--- src/sv/mpd_pkg.sv ---
// ----------------------------------------------------------------------------
// mpd_pkg - shared definitions for the min-pooling downscaler
// Widths, reset values, register indexes and the per-item control struct
// passed from the counter stage to the merge stage.
// ----------------------------------------------------------------------------
package mpd_pkg;

  localparam int PIX_W      = 8;
  localparam logic [PIX_W-1:0] PIX_MAX = 8'hFF;

  // configuration port
  localparam int CFG_W      = 13;
  localparam int CFG_IDX_W  = 2;
  localparam int RATIO_CFG_W = 7;

  typedef enum logic [CFG_IDX_W-1:0] {
    CFG_IMAGE_WIDTH  = 2'd0,
    CFG_IMAGE_HEIGHT = 2'd1,
    CFG_POOL_RATIO   = 2'd2
  } cfg_idx_e;

  // defaults for the top-level parameters
  localparam int MAX_WIDTH_DEF = 4096;
  localparam int MAX_RATIO_DEF = 64;

  // frame height limit and the counters that follow from it
  localparam int MAX_HEIGHT = 4096;
  localparam int H_W        = $clog2(MAX_HEIGHT + 1);
  localparam int ROW_W      = $clog2(MAX_HEIGHT);

  // register reset values
  localparam int WIDTH_RST  = 640;
  localparam int HEIGHT_RST = 480;
  localparam int RATIO_RST  = 32;

  // zero reads as one, values above the limit saturate
  function automatic int unsigned clamp_cfg(input int unsigned v, input int unsigned hi);
    int unsigned res;
    if (v == 0) begin
      res = 1;
    end else if (v > hi) begin
      res = hi;
    end else begin
      res = v;
    end
    return res;
  endfunction

  // control for one pixel that closes a block row segment
  typedef struct packed {
    logic             wr;          // segment end: line store update
    logic             use_ram;     // not the first row of the block
    logic             emit;        // last row of the block: result goes out
    logic             last_row;    // last whole block of the output row
    logic             last_frame;  // last whole block of the frame
    logic [PIX_W-1:0] row_min;     // minimum along this row segment
  } seg_t;

endpackage

--- src/sv/mpd_merge.sv ---
// ----------------------------------------------------------------------------
// mpd_merge - column merge and result register
// Combines a row segment minimum with the line store entry, writes the entry
// back and holds the result item until the output side takes it.
// ----------------------------------------------------------------------------
module mpd_merge #(
  parameter int MAX_WIDTH = mpd_pkg::MAX_WIDTH_DEF
) (
  input  logic                             clk_i,
  input  logic                             rst_ni,
  // from the counter stage
  input  logic                             accept_i,
  input  mpd_pkg::seg_t                    seg_i,
  input  logic [$clog2(MAX_WIDTH)-1:0]     idx_i,
  output logic                             in_ready_o,
  // line store
  input  logic [mpd_pkg::PIX_W-1:0]        rd_data_i,
  output logic                             wr_en_o,
  output logic [$clog2(MAX_WIDTH)-1:0]     wr_addr_o,
  output logic [mpd_pkg::PIX_W-1:0]        wr_data_o,
  // result
  input  logic                             out_ready_i,
  output logic                             out_valid_o,
  output logic [mpd_pkg::PIX_W-1:0]        out_min_o,
  output logic                             out_last_row_o,
  output logic                             out_last_frame_o
);
  import mpd_pkg::*;

  localparam int IW = $clog2(MAX_WIDTH);

  logic             s1_valid_q, s1_valid_d;
  seg_t             s1_seg_q;
  logic [IW-1:0]    s1_idx_q;
  logic             byp_q, byp_d;
  logic [PIX_W-1:0] byp_data_q;
  logic             out_valid_q, out_valid_d;
  logic [PIX_W-1:0] out_min_q;
  logic             out_last_row_q, out_last_frame_q;

  logic             s1_adv, load_s1;
  logic [PIX_W-1:0] col_min, merged;

  assign s1_adv     = s1_valid_q & (~out_valid_q | out_ready_i);
  assign in_ready_o = ~s1_valid_q | s1_adv;
  assign load_s1    = accept_i & seg_i.wr;

  // entry written this cycle is not yet in the read data
  assign col_min = byp_q ? byp_data_q : rd_data_i;
  assign merged  = (s1_seg_q.use_ram && (col_min < s1_seg_q.row_min)) ?
                   col_min : s1_seg_q.row_min;

  assign wr_en_o   = s1_adv & s1_seg_q.wr;
  assign wr_addr_o = s1_idx_q;
  assign wr_data_o = merged;

  assign byp_d = load_s1 & wr_en_o & (idx_i == s1_idx_q);

  always_comb begin
    s1_valid_d = s1_valid_q;
    if (load_s1) begin
      s1_valid_d = 1'b1;
    end else if (s1_adv) begin
      s1_valid_d = 1'b0;
    end
  end

  always_comb begin
    out_valid_d = out_valid_q;
    if (s1_adv && s1_seg_q.emit) begin
      out_valid_d = 1'b1;
    end else if (out_ready_i) begin
      out_valid_d = 1'b0;
    end
  end

  always_ff @(posedge clk_i or negedge rst_ni) begin
    if (!rst_ni) begin
      s1_valid_q  <= 1'b0;
      out_valid_q <= 1'b0;
    end else begin
      s1_valid_q  <= s1_valid_d;
      out_valid_q <= out_valid_d;
    end
  end

  always_ff @(posedge clk_i) begin
    if (load_s1) begin
      s1_seg_q   <= seg_i;
      s1_idx_q   <= idx_i;
      byp_q      <= byp_d;
      byp_data_q <= merged;
    end
    if (s1_adv && s1_seg_q.emit) begin
      out_min_q        <= merged;
      out_last_row_q   <= s1_seg_q.last_row;
      out_last_frame_q <= s1_seg_q.last_frame;
    end
  end

  assign out_valid_o      = out_valid_q;
  assign out_min_o        = out_min_q;
  assign out_last_row_o   = out_last_row_q;
  assign out_last_frame_o = out_last_frame_q;

endmodule
--- config.mk ---
export PLATFORM = sky130hd
export DESIGN_NAME = mpd_merge
export DESIGN_NICKNAME = d
export VERILOG_FILES = /design/src/sv/mpd_pkg.sv /design/src/sv/mpd_merge.sv
export SDC_FILE = /design/constraint.sdc
export NUM_CORES = 1
export LEC_CHECK = 0
export ABC_CLOCK_PERIOD_IN_PS = 2500
export BUFFER_PORTS_ARGS = -buffer_cell sky130_fd_sc_hd__buf_4
export CELL_PAD_IN_SITES_DETAIL_PLACEMENT = 1
export CELL_PAD_IN_SITES_GLOBAL_PLACEMENT = 2
export CORE_ASPECT_RATIO = 0.8
export CORE_UTILIZATION = 33
export CTS_CLUSTER_DIAMETER = 200
export CTS_CLUSTER_SIZE = 14
export DETAILED_ROUTE_END_ITERATION = 12
export PLACE_DENSITY_LB_ADDON = 0.15
export SLEW_MARGIN = 15
export SYNTH_ARGS = -nofsm -noshare
export SYNTH_HDL_FRONTEND = slang
export SYNTH_SLANG_ARGS = --single-unit
--- constraint.sdc ---
create_clock -name clk_i -period 2.5 [get_ports clk_i]
set_input_delay 0.125 -clock clk_i [delete_from_list [all_inputs] [get_ports clk_i]]
set_output_delay 0.125 -clock clk_i [all_outputs]
set_load 0.05 [all_outputs]
### Word level (Yosys, flattened, before mapping)

Index checks and enable logic that the tools add are counted.
Widths: inputs -> output; s select.

* memories: 0
* output and inout bits: 33
* logic and storage cells: 35
* register bits: 46
* bits in writable memories: 0
* input port bits: 37
* bits in read-only memories: 0
* latch bits: 0

* multiplexer cells: 6
* multiply operators: 0
* reduce and logical (&&, ||, !) cells: 4
* div/mod/pow operators: 0
* $lt $le $gt $ge: 1
* $add $sub $neg: 0
* equal/unequal tests: 1
* bitwise logic cells: 9
* shift operators: 0

Operator list (number)
* $mux 8: 2
* $eq 12x12->1: 1
* $lt 8x8->1: 1
* $and 1x1->1: 5
* $mux 1: 4
* $reduce_bool 2->1: 2
* $logic_and 1x1->1: 2
* $not 1->1: 2
* $or 1x1->1: 2

### Depth between registers and ports, before layout

* depth in word-level cells: 6
* depth in mapped cells: 8
* gate-level depth less buffers: 7

### Worst setup path before layout

No wires, ideal clock.

* kind: register to register
* start point: reg byp_q
* end point: reg byp_data_q[0] (data pin)
* data required time: 2.124 ns
* setup time: 0.376 ns
* setup slack: -0.437 ns
* stages on the path, launching flop included: 9
* path buffers: 1
* clock period less this slack: 2.937 ns
* arrival: 2.560 ns
* path through: edfxtp_1 -> buf_6 -> mux2_2 -> ha_1 -> nand4_1 -> o2111ai_1 -> a31oi_2 -> a21oi_1 -> a31oi_1

* cells in the longest elaborated chain, start to end: 4

RTL lines
* from (decl): line mpd_merge.sv:35 `logic byp_q, byp_d;`
* from (signal assigned): line mpd_merge.sv:91 `byp_q <= byp_d;`
* $mux 8 (*): line mpd_merge.sv:49 `assign col_min = byp_q ? byp_data_q : rd_data_i;`
* $lt 8x8->1: line mpd_merge.sv:50 `assign merged = (s1_seg_q.use_ram && (col_min < s1_seg_q.row_min)) ?`
* $logic_and 1x1->1: line mpd_merge.sv:50
* $mux 8 (*): line mpd_merge.sv:50
* named net wr_data_o, one bit: line mpd_merge.sv:20 `output logic [mpd_pkg::PIX_W-1:0] wr_data_o,`
* to (signal assigned): line mpd_merge.sv:92 `byp_data_q <= merged;`
* to (decl): line mpd_merge.sv:36 `logic [PIX_W-1:0] byp_data_q;`

Mark *: on every way through the listed nets, which the timed path passes. The rest lies on a longest branch.
A chain may end at the register's enable or synchronous reset.

### Worst setup path in the final report

* start point: reg byp_q
* end point: out wr_data_o[7] (netlist name)

* cells in the longest elaborated chain, start to end: 4

RTL lines (line)
* $mux 8 (*): mpd_merge.sv:49
* $lt 8x8->1: mpd_merge.sv:50
* $logic_and 1x1->1: mpd_merge.sv:50
* $mux 8 (*): mpd_merge.sv:50
* to (decl): mpd_merge.sv:20

Mark *: on every way between the ends. The rest lies on a longest branch, timed or not.

==> metrics.cfg <==
[run_status]
status = finished with violations
violations = setup timing

[clock_tree]
numCtsBuffers = 5
clock-sinks = 46
insertion_delay_ps = 290
cts_root_buf = clkbuf_8
htreeDepth = 2
clk_pin_slew_ps = 80
cts_tree = yes
clockBufferDepth = 2

[power]
vdd_drop_max_uv = 370
power_density_nw_per_um2 = 625
power.leakage_nw = 1.22

[synthesis]
synthTopCellsByArea = edfxtp_1 67%, mux2_4 5.3%, xor2_1 5.3%
yosysSeqAreaShare = 0.696
syn_area_um2 = 1970
synth_cell_types = 27
synth_most_common_cell = edfxtp_1
ys_ff_latch = 46
synth_edf_count = 44
yosys_warnings = 0
synthArstFlopShare = 0.0435
yosysTopAreaCellShare = 0.670
syn-mean-instance-area_um2 = 16.7
syn_inst = 118
synth_common_cells = 44 x edfxtp_1, 12 x xor2_1, 10 x inv_1
ys.flop_type = edfxtp_1
synth_fp_nets = 162
synth_top_area_cell = edfxtp_1

[die]
die_h_um = 71.1
placementRows = 24
ios = 70
dieArea_um2 = 6290
start_util = 0.353
core_area_um2 = 5590
die_w_um = 88.4

[global_route]
grt_pass1_vias = 1425
grt_usage = 0.153
grt_max_degree = 35
grt_antenna_before_repair = 0
grt_overflow = 0
grt_pass1_wl_mm = 7.04

[timing]
fin_ws_ps = -253
fmax_mhz = 363
finalCriticalPeriod_ps = 2750
slew_headroom = 0.666
period_share = 1.10
setup_viol_count_final = 14
slew_violations = 0
rsz0062_at_grt = true
finalHoldViolCount = 0
tightestPinTransition_ps = 501
fin_worst_skew_ps = 6.96
whs_ps = 11.4
setup_tns_ps = -2040

[worst_setup_path]
path_common_cell = mux2_4
cp-end-kind = output port
r2r-start = byp_q
critPathTopFamily = multiplexers
slowest_delay_ps = 420
regToRegSetupSlack_ps = -40
crit_required_ps = 2380
cp-start-kind = flop
crit_end = wr_data_o[7]
worstPathMaxFanout = 7
criticalPathCategory = flop to output port
cp-startpoint = byp_q
cp.arrival_ps = 2630
r2r_end = byp_data_q[5]
cp.depth = 9
cp_cell_sequence = buf_6 > mux2_4 > ha_4 > nand4_1 > o2111ai_2 > a31oi_2 > nand2_4 > mux2_4 > buf_8
crit_slowest_cell = edfxtp_1
reg2regPathDepth = 9
worstPathBufferInverterCount = 2

[finish]
fill_cells = 578
final_core_util = 0.522
drive_gt1_frac = 0.526
multi_input_area_um2 = 649
insertedDiodeCount = 0
areaGrowthSynthToFinish_pct = 48.0
nets = 252
seq_area_um2 = 1370

[route]
ant_nets = 0
vias_per_cell = 4.50
wl_mm = 4.47
drt_iter0_markers = 50
first_pass_iters = 4
drcViolationCount = 0
via_count = 1292
routedWlPerCell_um = 15.6

[place]
place_ws_ps = -144
io_buffers = 69
routabilityCongestion = 0.702
hpwlAfterDp_mm = 3.28

[job]
maxCapViolations = 0

[min_path]
hp-class = input pin to flop

-- sequential cells by signal, summed over array words and instances (netlist names) --
| register | cells |
|---|---|
| s1_seg_q | 13 |
| out_min_o | 8 |
| out_last_frame_o | 1 |
| wr_addr_o | 12 |
| out_last_row_o | 1 |
| byp_q | 1 |
| s1_valid_q | 1 |
| byp_data_q | 8 |
| out_valid_o | 1 |
-- stage by stage --
stage,area (µm²),power [mW],instances
6_report,2920,1.82,287
5_1_grt,2920,1.90,287
4_1_cts,2890,1.84,284
3_5_place_dp,2620,1.36,268
3_3_place_gp,2620,1.34,268
2_1_floorplan,1990,1.21,118
-- worst register-to-register path: stages (launching register included) --
cell and delay, ps:
edfxtp_1 420, buf_6 160, mux2_4 320, ha_4 280
nand4_1 150, o2111ai_2 230, a31oi_2 80, nand2_4 190
mux2_4 340, buf_4 140
-- metal layers --
| metal | share of wire | global-route usage | wire length, µm | up-vias |
|---|---|---|---|---|
| li1 | - | - | - | 615 |
| met5 | 0 | 0 | 0 | - |
| met1 | 0.44 | 0.191 | 1960 | 634 |
| met3 | 0.049 | 0.0373 | 220 | 2 |
| met4 | 0.0058 | 0.0376 | 26 | 0 |
| met2 | 0.51 | 0.264 | 2260 | 41 |
-- worst min-delay path by stage --
stage	end	slack (ps)	cells after the start	startpoint
2_1_floorplan	out_valid_o	-170	0	rst_ni
3_3_place_gp	out_valid_o	-90	1	rst_ni
3_5_place_dp	out_valid_o	-90	1	rst_ni
4_1_cts	s1_seg_q[0]	0.5	1	seg_i[0]
5_1_grt	s1_seg_q[9]	0.04	1	seg_i[9]
6_report	s1_seg_q[2]	10	1	seg_i[2]
-- cell type report --
type                    count  share of cell area
well taps                  78              0.0335
inverters                  10              0.0129
flip-flops and latches     46               0.470
multi-input cells          61               0.223
clock buffers               8              0.0275
repair buffers             84               0.233
-- power breakdown --
group | switching [mW] | total (mW) | internal [mW] | leakage (nW)
clock network | 0.234 | 0.433 | 0.199 | 0.0395
registers | 0.0225 | 0.927 | 0.904 | 0.436
logic | 0.268 | 0.462 | 0.194 | 0.740
total | 0.524 | 1.82 | 1.30 | 1.22
-- logic make-up (layout without fill, tap and decap cells) --
logic type | after synthesis | count (layout) | synth area share
flip-flops | 46 | 46 | 0.696
AND/OR/NAND/NOR | 18 | 18 | 0.0495
multiplexers | 15 | 15 | 0.0984
XOR/XNOR | 12 | 12 | 0.0533
buffers and inverters | 11 | 102 | 0.0248
AO/OA/AOI/OAI | 9 | 9 | 0.0337
adder cells (fa/ha/maj) | 7 | 7 | 0.0444
-- repair_timing --
action	4_1_cts	5_1_grt
pin swaps	2	1
setup buffers	6	0
hold buffers	2	3
endpoints found under the setup margin	24	14
resized for setup	20	0
cloned	0	0
hold endpoints to repair	3	3
-- layout by cell type (no fill, tap or decap), drive strengths merged, types with 2 or more instances in the layout --
master and n:
buf 79, edfxtp 44, mux2 14, xor2 12, inv 10, clkbuf 8, nand2 7, ha 7
dlygate4sd3 5, nand4 2, a21oi 2, nor3 2, nor4 2, dfrtp 2, o21ai 2, a31oi 2
Power figures use the tool's default switching activity.
