## src/sv/mpd_pkg.sv

```systemverilog
// ----------------------------------------------------------------------------
// mpd_pkg - shared definitions for the min-pooling downscaler
// Widths, reset values, register indexes and the per-item control struct
// passed from the counter stage to the merge stage.
// ----------------------------------------------------------------------------
package mpd_pkg;

  localparam int PIX_W      = 8;
  localparam logic [PIX_W-1:0] PIX_MAX = 8'hFF;

  // configuration port
  localparam int CFG_W      = 13;
  localparam int CFG_IDX_W  = 2;
  localparam int RATIO_CFG_W = 7;

  typedef enum logic [CFG_IDX_W-1:0] {
    CFG_IMAGE_WIDTH  = 2'd0,
    CFG_IMAGE_HEIGHT = 2'd1,
    CFG_POOL_RATIO   = 2'd2
  } cfg_idx_e;

  // defaults for the top-level parameters
  localparam int MAX_WIDTH_DEF = 4096;
  localparam int MAX_RATIO_DEF = 64;

  // frame height limit and the counters that follow from it
  localparam int MAX_HEIGHT = 4096;
  localparam int H_W        = $clog2(MAX_HEIGHT + 1);
  localparam int ROW_W      = $clog2(MAX_HEIGHT);

  // register reset values
  localparam int WIDTH_RST  = 640;
  localparam int HEIGHT_RST = 480;
  localparam int RATIO_RST  = 32;

  // zero reads as one, values above the limit saturate
  function automatic int unsigned clamp_cfg(input int unsigned v, input int unsigned hi);
    int unsigned res;
    if (v == 0) begin
      res = 1;
    end else if (v > hi) begin
      res = hi;
    end else begin
      res = v;
    end
    return res;
  endfunction

  // control for one pixel that closes a block row segment
  typedef struct packed {
    logic             wr;          // segment end: line store update
    logic             use_ram;     // not the first row of the block
    logic             emit;        // last row of the block: result goes out
    logic             last_row;    // last whole block of the output row
    logic             last_frame;  // last whole block of the frame
    logic [PIX_W-1:0] row_min;     // minimum along this row segment
  } seg_t;

endpackage

```

## src/sv/mpd_ctrl.sv

```systemverilog
// ----------------------------------------------------------------------------
// mpd_ctrl - position counters and row running minimum
// Tracks the raster position, block offsets and block start positions, and
// classifies each pixel; whole-block checks use block starts instead of a divide.
// ----------------------------------------------------------------------------
module mpd_ctrl #(
  parameter int MAX_WIDTH = mpd_pkg::MAX_WIDTH_DEF,
  parameter int MAX_RATIO = mpd_pkg::MAX_RATIO_DEF
) (
  input  logic                                 clk_i,
  input  logic                                 rst_ni,
  input  logic                                 restart_i,
  input  logic                                 advance_i,
  input  logic [mpd_pkg::PIX_W-1:0]            pixel_i,
  input  logic [$clog2(MAX_WIDTH+1)-1:0]       width_i,
  input  logic [mpd_pkg::H_W-1:0]              height_i,
  input  logic [$clog2(MAX_RATIO+1)-1:0]       ratio_i,
  output mpd_pkg::seg_t                        seg_o,
  output logic [$clog2(MAX_WIDTH)-1:0]         idx_o
);
  import mpd_pkg::*;

  localparam int CW  = $clog2(MAX_WIDTH + 1);
  localparam int IW  = $clog2(MAX_WIDTH);
  localparam int RW  = $clog2(MAX_RATIO + 1);
  localparam int OW  = $clog2(MAX_RATIO);
  localparam int CSW = $clog2(MAX_WIDTH + 2 * MAX_RATIO + 1);
  localparam int HSW = $clog2(MAX_HEIGHT + 2 * MAX_RATIO + 1);

  logic [IW-1:0]    col_q, col_d;
  logic [ROW_W-1:0] row_q, row_d;
  logic [OW-1:0]    offx_q, offx_d;
  logic [OW-1:0]    offy_q, offy_d;
  logic [IW-1:0]    ocol_q, ocol_d;
  logic [CW-1:0]    bstart_q, bstart_d;
  logic [H_W-1:0]   rstart_q, rstart_d;
  logic [PIX_W-1:0] run_min_q, run_min_d;

  logic [CSW-1:0]   b1, b2;
  logic [HSW-1:0]   r1, r2;
  logic             col_ok, row_ok, active;
  logic             x_end, y_end, col_end, row_end;
  logic             last_row, last_blk_row;
  logic [PIX_W-1:0] row_min;

  // block bounds: a block is whole when its far edge stays inside the frame
  assign b1 = CSW'(bstart_q) + CSW'(ratio_i);
  assign b2 = b1 + CSW'(ratio_i);
  assign r1 = HSW'(rstart_q) + HSW'(ratio_i);
  assign r2 = r1 + HSW'(ratio_i);

  assign col_ok       = b1 <= CSW'(width_i);
  assign row_ok       = r1 <= HSW'(height_i);
  assign last_row     = b2 > CSW'(width_i);
  assign last_blk_row = r2 > HSW'(height_i);
  assign active       = col_ok & row_ok;

  assign x_end   = (RW'(offx_q) + RW'(1'b1)) >= ratio_i;
  assign y_end   = (RW'(offy_q) + RW'(1'b1)) >= ratio_i;
  assign col_end = (CW'(col_q) + CW'(1'b1)) >= width_i;
  assign row_end = (H_W'(row_q) + H_W'(1'b1)) >= height_i;

  assign row_min = ((offx_q == '0) || (pixel_i < run_min_q)) ? pixel_i : run_min_q;

  always_comb begin
    seg_o.wr         = active & x_end;
    seg_o.use_ram    = offy_q != '0;
    seg_o.emit       = y_end;
    seg_o.last_row   = last_row;
    seg_o.last_frame = last_row & last_blk_row;
    seg_o.row_min    = row_min;
  end

  assign idx_o = ocol_q;

  always_comb begin
    col_d     = col_q;
    row_d     = row_q;
    offx_d    = offx_q;
    offy_d    = offy_q;
    ocol_d    = ocol_q;
    bstart_d  = bstart_q;
    rstart_d  = rstart_q;
    run_min_d = run_min_q;
    if (restart_i) begin
      col_d     = '0;
      row_d     = '0;
      offx_d    = '0;
      offy_d    = '0;
      ocol_d    = '0;
      bstart_d  = '0;
      rstart_d  = '0;
      run_min_d = PIX_MAX;
    end else if (advance_i) begin
      if (active) begin
        if (x_end) begin
          offx_d    = '0;
          ocol_d    = ocol_q + IW'(1'b1);
          bstart_d  = b1[CW-1:0];
          run_min_d = PIX_MAX;
        end else begin
          offx_d    = offx_q + OW'(1'b1);
          run_min_d = row_min;
        end
      end
      if (col_end) begin
        col_d     = '0;
        offx_d    = '0;
        ocol_d    = '0;
        bstart_d  = '0;
        run_min_d = PIX_MAX;
        if (row_ok) begin
          if (y_end) begin
            offy_d   = '0;
            rstart_d = r1[H_W-1:0];
          end else begin
            offy_d = offy_q + OW'(1'b1);
          end
        end
        if (row_end) begin
          row_d    = '0;
          offy_d   = '0;
          rstart_d = '0;
        end else begin
          row_d = row_q + ROW_W'(1'b1);
        end
      end else begin
        col_d = col_q + IW'(1'b1);
      end
    end
  end

  always_ff @(posedge clk_i or negedge rst_ni) begin
    if (!rst_ni) begin
      col_q     <= '0;
      row_q     <= '0;
      offx_q    <= '0;
      offy_q    <= '0;
      ocol_q    <= '0;
      bstart_q  <= '0;
      rstart_q  <= '0;
      run_min_q <= PIX_MAX;
    end else begin
      col_q     <= col_d;
      row_q     <= row_d;
      offx_q    <= offx_d;
      offy_q    <= offy_d;
      ocol_q    <= ocol_d;
      bstart_q  <= bstart_d;
      rstart_q  <= rstart_d;
      run_min_q <= run_min_d;
    end
  end

endmodule

```

## config.mk

```make
export PLATFORM = sky130hd
export DESIGN_NAME = mpd_ctrl
export DESIGN_NICKNAME = d
export VERILOG_FILES = /design/src/sv/mpd_pkg.sv /design/src/sv/mpd_ctrl.sv
export SDC_FILE = /design/constraint.sdc
export NUM_CORES = 1
export LEC_CHECK = 0
export BUFFER_PORTS_ARGS = -buffer_cell sky130_fd_sc_hd__buf_2
export CAP_MARGIN = 25
export CORE_MARGIN = 10
export CORE_UTILIZATION = 30
export DETAILED_ROUTE_END_ITERATION = 6
export PLACE_DENSITY = 0.52
export REMOVE_ABC_BUFFERS = 1
export SETUP_SLACK_MARGIN = 0.4
export SLEW_MARGIN = 30
export SYNTH_ARGS = -nofsm -noshare
export SYNTH_HDL_FRONTEND = slang
export SYNTH_SLANG_ARGS = --single-unit
```

## constraint.sdc

```tcl
create_clock -name clk_i -period 5.62 [get_ports clk_i]
set_input_delay 0.281 -clock clk_i [delete_from_list [all_inputs] [get_ports clk_i]]
set_output_delay 0.281 -clock clk_i [all_outputs]
set_load 0.05 [all_outputs]
```

== Word level (Yosys, flattened, before mapping) ==
Index checks and enable logic that the tools add are counted.
Operators by class
  magnitude comparators: 9
  multiplexer cells: 40
  bitwise logic cells: 3
  reduce and logical (&&, ||, !) cells: 14
  add/subtract/negate cells: 13
Operators with widths (number)
  $mux W12: 12
  $mux W13: 11
  $mux W6: 11
  $add A13 B7 Y13: 4
  $mux W8: 6
  $add A12 B1 Y12 const B: 3
  $add A12 B1 Y13 const B: 2
  $ge A13 B13 Y1: 2
  $gt A13 B13 Y1: 2
  $le A13 B13 Y1: 2
  $add A6 B1 Y7 const B: 2
  $ge A7 B7 Y1: 2
  $add A6 B1 Y6 const B: 2
  $reduce_bool A3 Y1: 4
  $lt A8 B8 Y1: 1
  $logic_not A6 Y1: 1
  $reduce_and A3 Y1: 2
  $reduce_bool A6 Y1: 1
  $reduce_and A2 Y1: 2
  $reduce_and A4 Y1: 1
  $reduce_bool A2 Y1: 2
  $and A1 B1 Y1: 3
  $logic_or A1 B1 Y1: 1
Word-level totals
  flip-flop bits (word level): 82
  word-level logic and storage cells: 87
  bits of input ports: 45

== Longest topological paths before layout ==
  depth after elaboration: 8
  depth in mapped cells: 19

== Least setup slack after synthesis ==
OpenSTA, ideal clock, no wires.
  path type: register to output
  start: reg bstart_q[0]
  end: out seg_o[8] (netlist name)
  required time: 5339 ps
  stages on the path, launching flop included: 18
  slack: 1381 ps
  data arrival time: 3958 ps
  buffers on the path: 0
  cell sequence: dfrtp_1 > ha_1 > fa_1 > a21o_1 > a21oi_1 > xnor2_1 > ha_1 > nand2_1 > o21ai_0 > or4_1 > o2111ai_1 > nand4bb_1 > xnor2_1 > ha_1 > or4_1 > a221oi_1 > a221oi_1 > o211a_1
RTL lines
  from (decl): RTL line mpd_ctrl.sv:35  | logic [CW-1:0] bstart_q, bstart_d;
  from (signal assigned): RTL line mpd_ctrl.sv:149  | bstart_q <= bstart_d;
  to (decl): RTL line mpd_ctrl.sv:18  | output mpd_pkg::seg_t seg_o,

==> metrics.txt <==
# TYPE chip_impl_metric gauge
chip_impl_metric{name="grt_pass1_wl",unit="mm"} 37.81
chip_impl_metric{name="power.density_cell_area",unit="nW/um^2"} 309.5
chip_impl_metric{name="global_route.overflow_total",unit=""} 0
chip_impl_info{name="worst_setup_path_start_kind",value="flop"} 1
chip_impl_info{name="critical-path-top-cell-by-count",value="sky130_fd_sc_hd__ha_1"} 1
chip_impl_metric{name="cts.clk_slew.worst_paths",unit="ns"} 0.07
chip_impl_metric{name="share_of_flip_flops_with_an_asynchronous_set_or_reset_after_synthesis",unit=""} 1.000
chip_impl_metric{name="layout.filler_cells",unit=""} 2799
chip_impl_metric{name="worst_ep_arrival_time",unit="ns"} 4.65
chip_impl_info{name="critical_path_cell_by_cell",value="ha_1 > fa_1 > a211oi_1 > o21ai_0 > nor2b_1 > nor2_2 > ha_1 > nor3_1 > a21oi_1 > nand3_1 > nor3b_1 > xor2_1 > ha_1 > or4_1 > o211a_1 > clkbuf_4"} 1
chip_impl_metric{name="vias",unit=""} 7098
chip_impl_metric{name="clock_skew",unit="ns"} 0.009830
chip_impl_metric{name="final_design_area_no_fill",unit="sq um"} 9246
chip_impl_metric{name="timing.max_cap.violations",unit=""} 0
chip_impl_metric{name="drv_slew",unit=""} 0
chip_impl_metric{name="ys_ff_latch",unit=""} 82
chip_impl_metric{name="synth_sequential_area_ratio",unit=""} 0.2544
chip_impl_metric{name="floorplan.die.width",unit="um"} 184.4
chip_impl_metric{name="synth.distinct_cells",unit=""} 66
chip_impl_metric{name="die_area",unit="sq um"} 33990
chip_impl_metric{name="wl_per_cell",unit="um"} 17.24
chip_impl_metric{name="via_per_inst",unit=""} 5.309
chip_impl_metric{name="final-hold-violation-count",unit=""} 0
chip_impl_metric{name="post_synthesis_instance_total",unit=""} 923
chip_impl_metric{name="max-slew-margin-rel",unit=""} 0.4934
chip_impl_metric{name="finalSetupTns",unit="ns"} 0
chip_impl_metric{name="post-place-cells",unit=""} 1317
chip_impl_metric{name="final_min_period_over_clock_period",unit=""} 0.8774
chip_impl_metric{name="tritoncts.num_buffers",unit=""} 9
chip_impl_info{name="critical-path-top-delay-family",value="simple AND/OR/NAND/NOR gates"} 1
chip_impl_metric{name="grt_start_max_net_pins",unit=""} 47
chip_impl_metric{name="die_y",unit="um"} 184.4
chip_impl_info{name="tritoncts",value="yes"} 1
chip_impl_metric{name="detailed_place_hpwl",unit="mm"} 18.33
chip_impl_metric{name="postPlaceCellArea",unit="sq um"} 8838
chip_impl_metric{name="placement.io_buffers",unit=""} 69
chip_impl_info{name="cts-root-buf",value="sky130_fd_sc_hd__clkbuf_16"} 1
chip_impl_metric{name="worstSkewPairLatency",unit="ns"} 0.35
chip_impl_metric{name="fin_crit",unit="ns"} 4.931
chip_impl_info{name="min_path_type",value="input pin to flop"} 1
chip_impl_metric{name="start_util",unit=""} 0.3024
chip_impl_metric{name="critical-path-max-stage-delay",unit="ns"} 0.51
chip_impl_info{name="rsz0062_at_grt",value="false"} 1
chip_impl_metric{name="number_of_global_route_vias_before_repair",unit=""} 7138
chip_impl_metric{name="timing.final.setup_violations",unit=""} 0
chip_impl_info{name="synth-main-ff-cell",value="sky130_fd_sc_hd__dfrtp_1"} 1
chip_impl_info{name="regToRegEndpoint",value="bstart_q[2]$_DFFE_PN0P_"} 1
chip_impl_metric{name="design.final.nets",unit=""} 1176
chip_impl_metric{name="area.growth.synth_to_final",unit="%"} 14.08
chip_impl_metric{name="r2r_slack",unit="ns"} 0.89
chip_impl_info{name="cpMaxStageDelayCell",value="sky130_fd_sc_hd__or4_1"} 1
chip_impl_metric{name="critical_path_required",unit="ns"} 5.34
chip_impl_metric{name="synth_warnings",unit=""} 0
chip_impl_metric{name="fin_total_pwr",unit="mW"} 2.862
chip_impl_metric{name="drc_errors",unit=""} 0
chip_impl_metric{name="max_freq",unit="MHz"} 202.8
chip_impl_metric{name="firstDrtPassIters",unit=""} 6
chip_impl_metric{name="min_delay_path_depth",unit=""} 3
chip_impl_metric{name="power.static_leakage",unit="nW"} 4.530
chip_impl_metric{name="globalRouteTotalUtil",unit=""} 0.1383
chip_impl_metric{name="worst-slew-pin-transition",unit="ns"} 0.7519
chip_impl_metric{name="number_of_antenna_violations_at_the_first_check_in_global_routing",unit=""} 0
chip_impl_metric{name="postRouteAntennaNets",unit=""} 0
chip_impl_info{name="critPathCaptureType",value="output pin"} 1
chip_impl_metric{name="critical_path_cell_count",unit=""} 16
chip_impl_metric{name="layout_cells_sized_above_1",unit=""} 0.1416
chip_impl_info{name="worstSetupPathType",value="flop to output pin"} 1
chip_impl_metric{name="drtIter0Drc",unit=""} 427
chip_impl_info{name="result_of_the_run",value="finished clean"} 1
chip_impl_metric{name="stdcell_count",unit=""} 1337
chip_impl_metric{name="synthesis.area_per_instance",unit="sq um"} 8.781
chip_impl_metric{name="critPathBufInv",unit=""} 1
chip_impl_info{name="worst_hold_path.endpoint",value="col_q[0]$_DFFE_PN0P_"} 1
chip_impl_metric{name="synth_edf_count",unit=""} 0
chip_impl_metric{name="floorplan.core_area",unit="sq um"} 26800
chip_impl_metric{name="gp_congestion",unit=""} 0.8062
chip_impl_metric{name="clock_sink_count",unit=""} 82
chip_impl_info{name="r2r_start",value="rstart_q[0]$_DFFE_PN0P_"} 1
chip_impl_metric{name="core.rowCount",unit=""} 60
chip_impl_metric{name="cp_max_fo",unit=""} 4
chip_impl_metric{name="utilization",unit=""} 0.3450
chip_impl_metric{name="worst_ir_drop_vdd",unit="mV"} 0.1600
chip_impl_metric{name="ctsLongestPathBuffers",unit=""} 2
chip_impl_metric{name="htree_levels",unit=""} 3
chip_impl_metric{name="syn_area",unit="sq um"} 8105
chip_impl_info{name="hold_start",value="advance_i"} 1
chip_impl_metric{name="i_o_pin_count",unit=""} 70
chip_impl_metric{name="antenna_cells_inserted",unit=""} 0
chip_impl_metric{name="reg2reg_depth",unit=""} 16
chip_impl_metric{name="wl",unit="mm"} 23.05
==> synth_stat cells, drive strengths merged (16+ instances only) <==
cell / count / area share
ha: 136 / 0.21
dfrtp: 74 / 0.23
o21ai: 71 / 0.044
nand2: 69 / 0.032
inv: 63 / 0.029
a21oi: 45 / 0.029
nor2: 43 / 0.020
nand3: 39 / 0.024
xnor2: 39 / 0.042
xor2: 28 / 0.030
a21o: 22 / 0.020
a22o: 20 / 0.022
o211ai: 18 / 0.017
nand4: 17 / 0.013
nor2b: 17 / 0.014
o31ai: 17 / 0.016
clkbuf: 16 / 0.0074
nand2b: 16 / 0.012
==> stage by stage <==
stage,setup WS [ns],hold WS [ns]
global route,0.3731,0.2673
global placement,0.5557,0.2901
detailed placement,0.4974,0.3014
CTS,0.4925,0.2405
floorplan,0.2646,-0.01459
finish,0.6889,0.2551
==> tightest hold or removal path: cells and delay by family <==
| family | cells | cell delay, ns |
|---|---|---|
| compound gates | 1 | 0.08 |
| simple gates | 1 | 0.08 |
| buf+inv | 1 | 0.12 |
==> worst max path at each step <==
stage | endpoint | slack (ns) | start
CTS | seg_o[8] | 0.49 | bstart_q[0]$_DFFE_PN0P_
detailed placement | seg_o[8] | 0.50 | ratio_i[0]
global route | seg_o[8] | 0.37 | bstart_q[0]$_DFFE_PN0P_
global placement | seg_o[8] | 0.56 | ratio_i[0]
floorplan | seg_o[8] | 0.26 | bstart_q[0]$_DFFE_PN0P_
finish | seg_o[8] | 0.69 | rstart_q[0]$_DFFE_PN0P_
==> flip-flops by register name, indices dropped and copies added (netlist names) <==
name and flops:
bstart_q 13, col_q 12, idx_o 12, offx_q 6, offy_q 6, row_q 12
rstart_q 13, run_min_q 8
==> cell type report <==
class | instances | area, sq um | share of cell area
multi-input combinational | 753 | 5761 | 0.6230
sequential | 82 | 2062 | 0.2230
timing repair buffer | 82 | 450.4 | 0.04871
tap | 341 | 426.7 | 0.04614
inverter | 63 | 236.5 | 0.02558
clock buffer | 9 | 225.2 | 0.02436
clock inverter | 7 | 85.08 | 0.009202
==> power by group <==
group	total (mW)	internal, mW	switching, mW
logic	1.48	0.584	0.896
clock network	0.631	0.353	0.278
registers	0.751	0.680	0.0704
total	2.86	1.62	1.24
==> timing repair <==
item,CTS,global route
setup buffers,0,3
endpoints found under the hold margin,36,0
gates resized for setup,1,12
setup endpoints to repair,2,2
hold buffers,1,0
pin swaps,0,2
==> cell usage in the layout, fill, tap and decap left out, types with 6 or more instances in the layout <==
master / synthesis / layout
sky130_fd_sc_hd__dfstp_2: 8 / 8
sky130_fd_sc_hd__mux2_2: 9 / 9
sky130_fd_sc_hd__dfrtp_1: 74 / 74
sky130_fd_sc_hd__nor2_1: 42 / 39
sky130_fd_sc_hd__buf_2: 5 / 67
sky130_fd_sc_hd__xnor2_1: 39 / 38
sky130_fd_sc_hd__and2_1: 7 / 7
sky130_fd_sc_hd__nand2b_1: 16 / 16
sky130_fd_sc_hd__nor3_1: 12 / 12
sky130_fd_sc_hd__nand2_1: 69 / 69
sky130_fd_sc_hd__buf_4: 2 / 13
sky130_fd_sc_hd__a21o_1: 22 / 22
sky130_fd_sc_hd__a21oi_1: 43 / 41
sky130_fd_sc_hd__or2_2: 6 / 6
sky130_fd_sc_hd__nand4_1: 17 / 17
sky130_fd_sc_hd__nand3_1: 39 / 39
sky130_fd_sc_hd__o31ai_1: 17 / 17
sky130_fd_sc_hd__or3_1: 6 / 6
sky130_fd_sc_hd__o21a_1: 8 / 8
sky130_fd_sc_hd__ha_1: 136 / 135
sky130_fd_sc_hd__a211oi_1: 10 / 10
sky130_fd_sc_hd__and4_1: 7 / 7
sky130_fd_sc_hd__inv_1: 63 / 63
sky130_fd_sc_hd__clkbuf_16: 0 / 9
sky130_fd_sc_hd__a22o_1: 20 / 20
sky130_fd_sc_hd__nor2b_1: 16 / 16
sky130_fd_sc_hd__o211ai_1: 18 / 18
sky130_fd_sc_hd__xor2_1: 28 / 27
sky130_fd_sc_hd__o21ai_0: 71 / 71
sky130_fd_sc_hd__or4_1: 11 / 11
sky130_fd_sc_hd__and3_1: 7 / 7
==> metal layers <==
layer,up-vias,track usage,part of all wire
met5,-,0,0
met4,0,0.03147,0.013
met3,18,0.02855,0.049
met2,160,0.2255,0.46
met1,3367,0.1827,0.48
li1,3553,-,-
==> logic make-up after synthesis <==
family                   synth area share
AND/OR/NAND/NOR                    0.1749
AO/OA/AOI/OAI                      0.2189
adder cells (fa/ha/maj)            0.2198
buffers and inverters             0.04338
flip-flops                         0.2544
XOR/XNOR                          0.07240
multiplexers                      0.01621
Note: power is estimated with default switching activity, not from simulation.
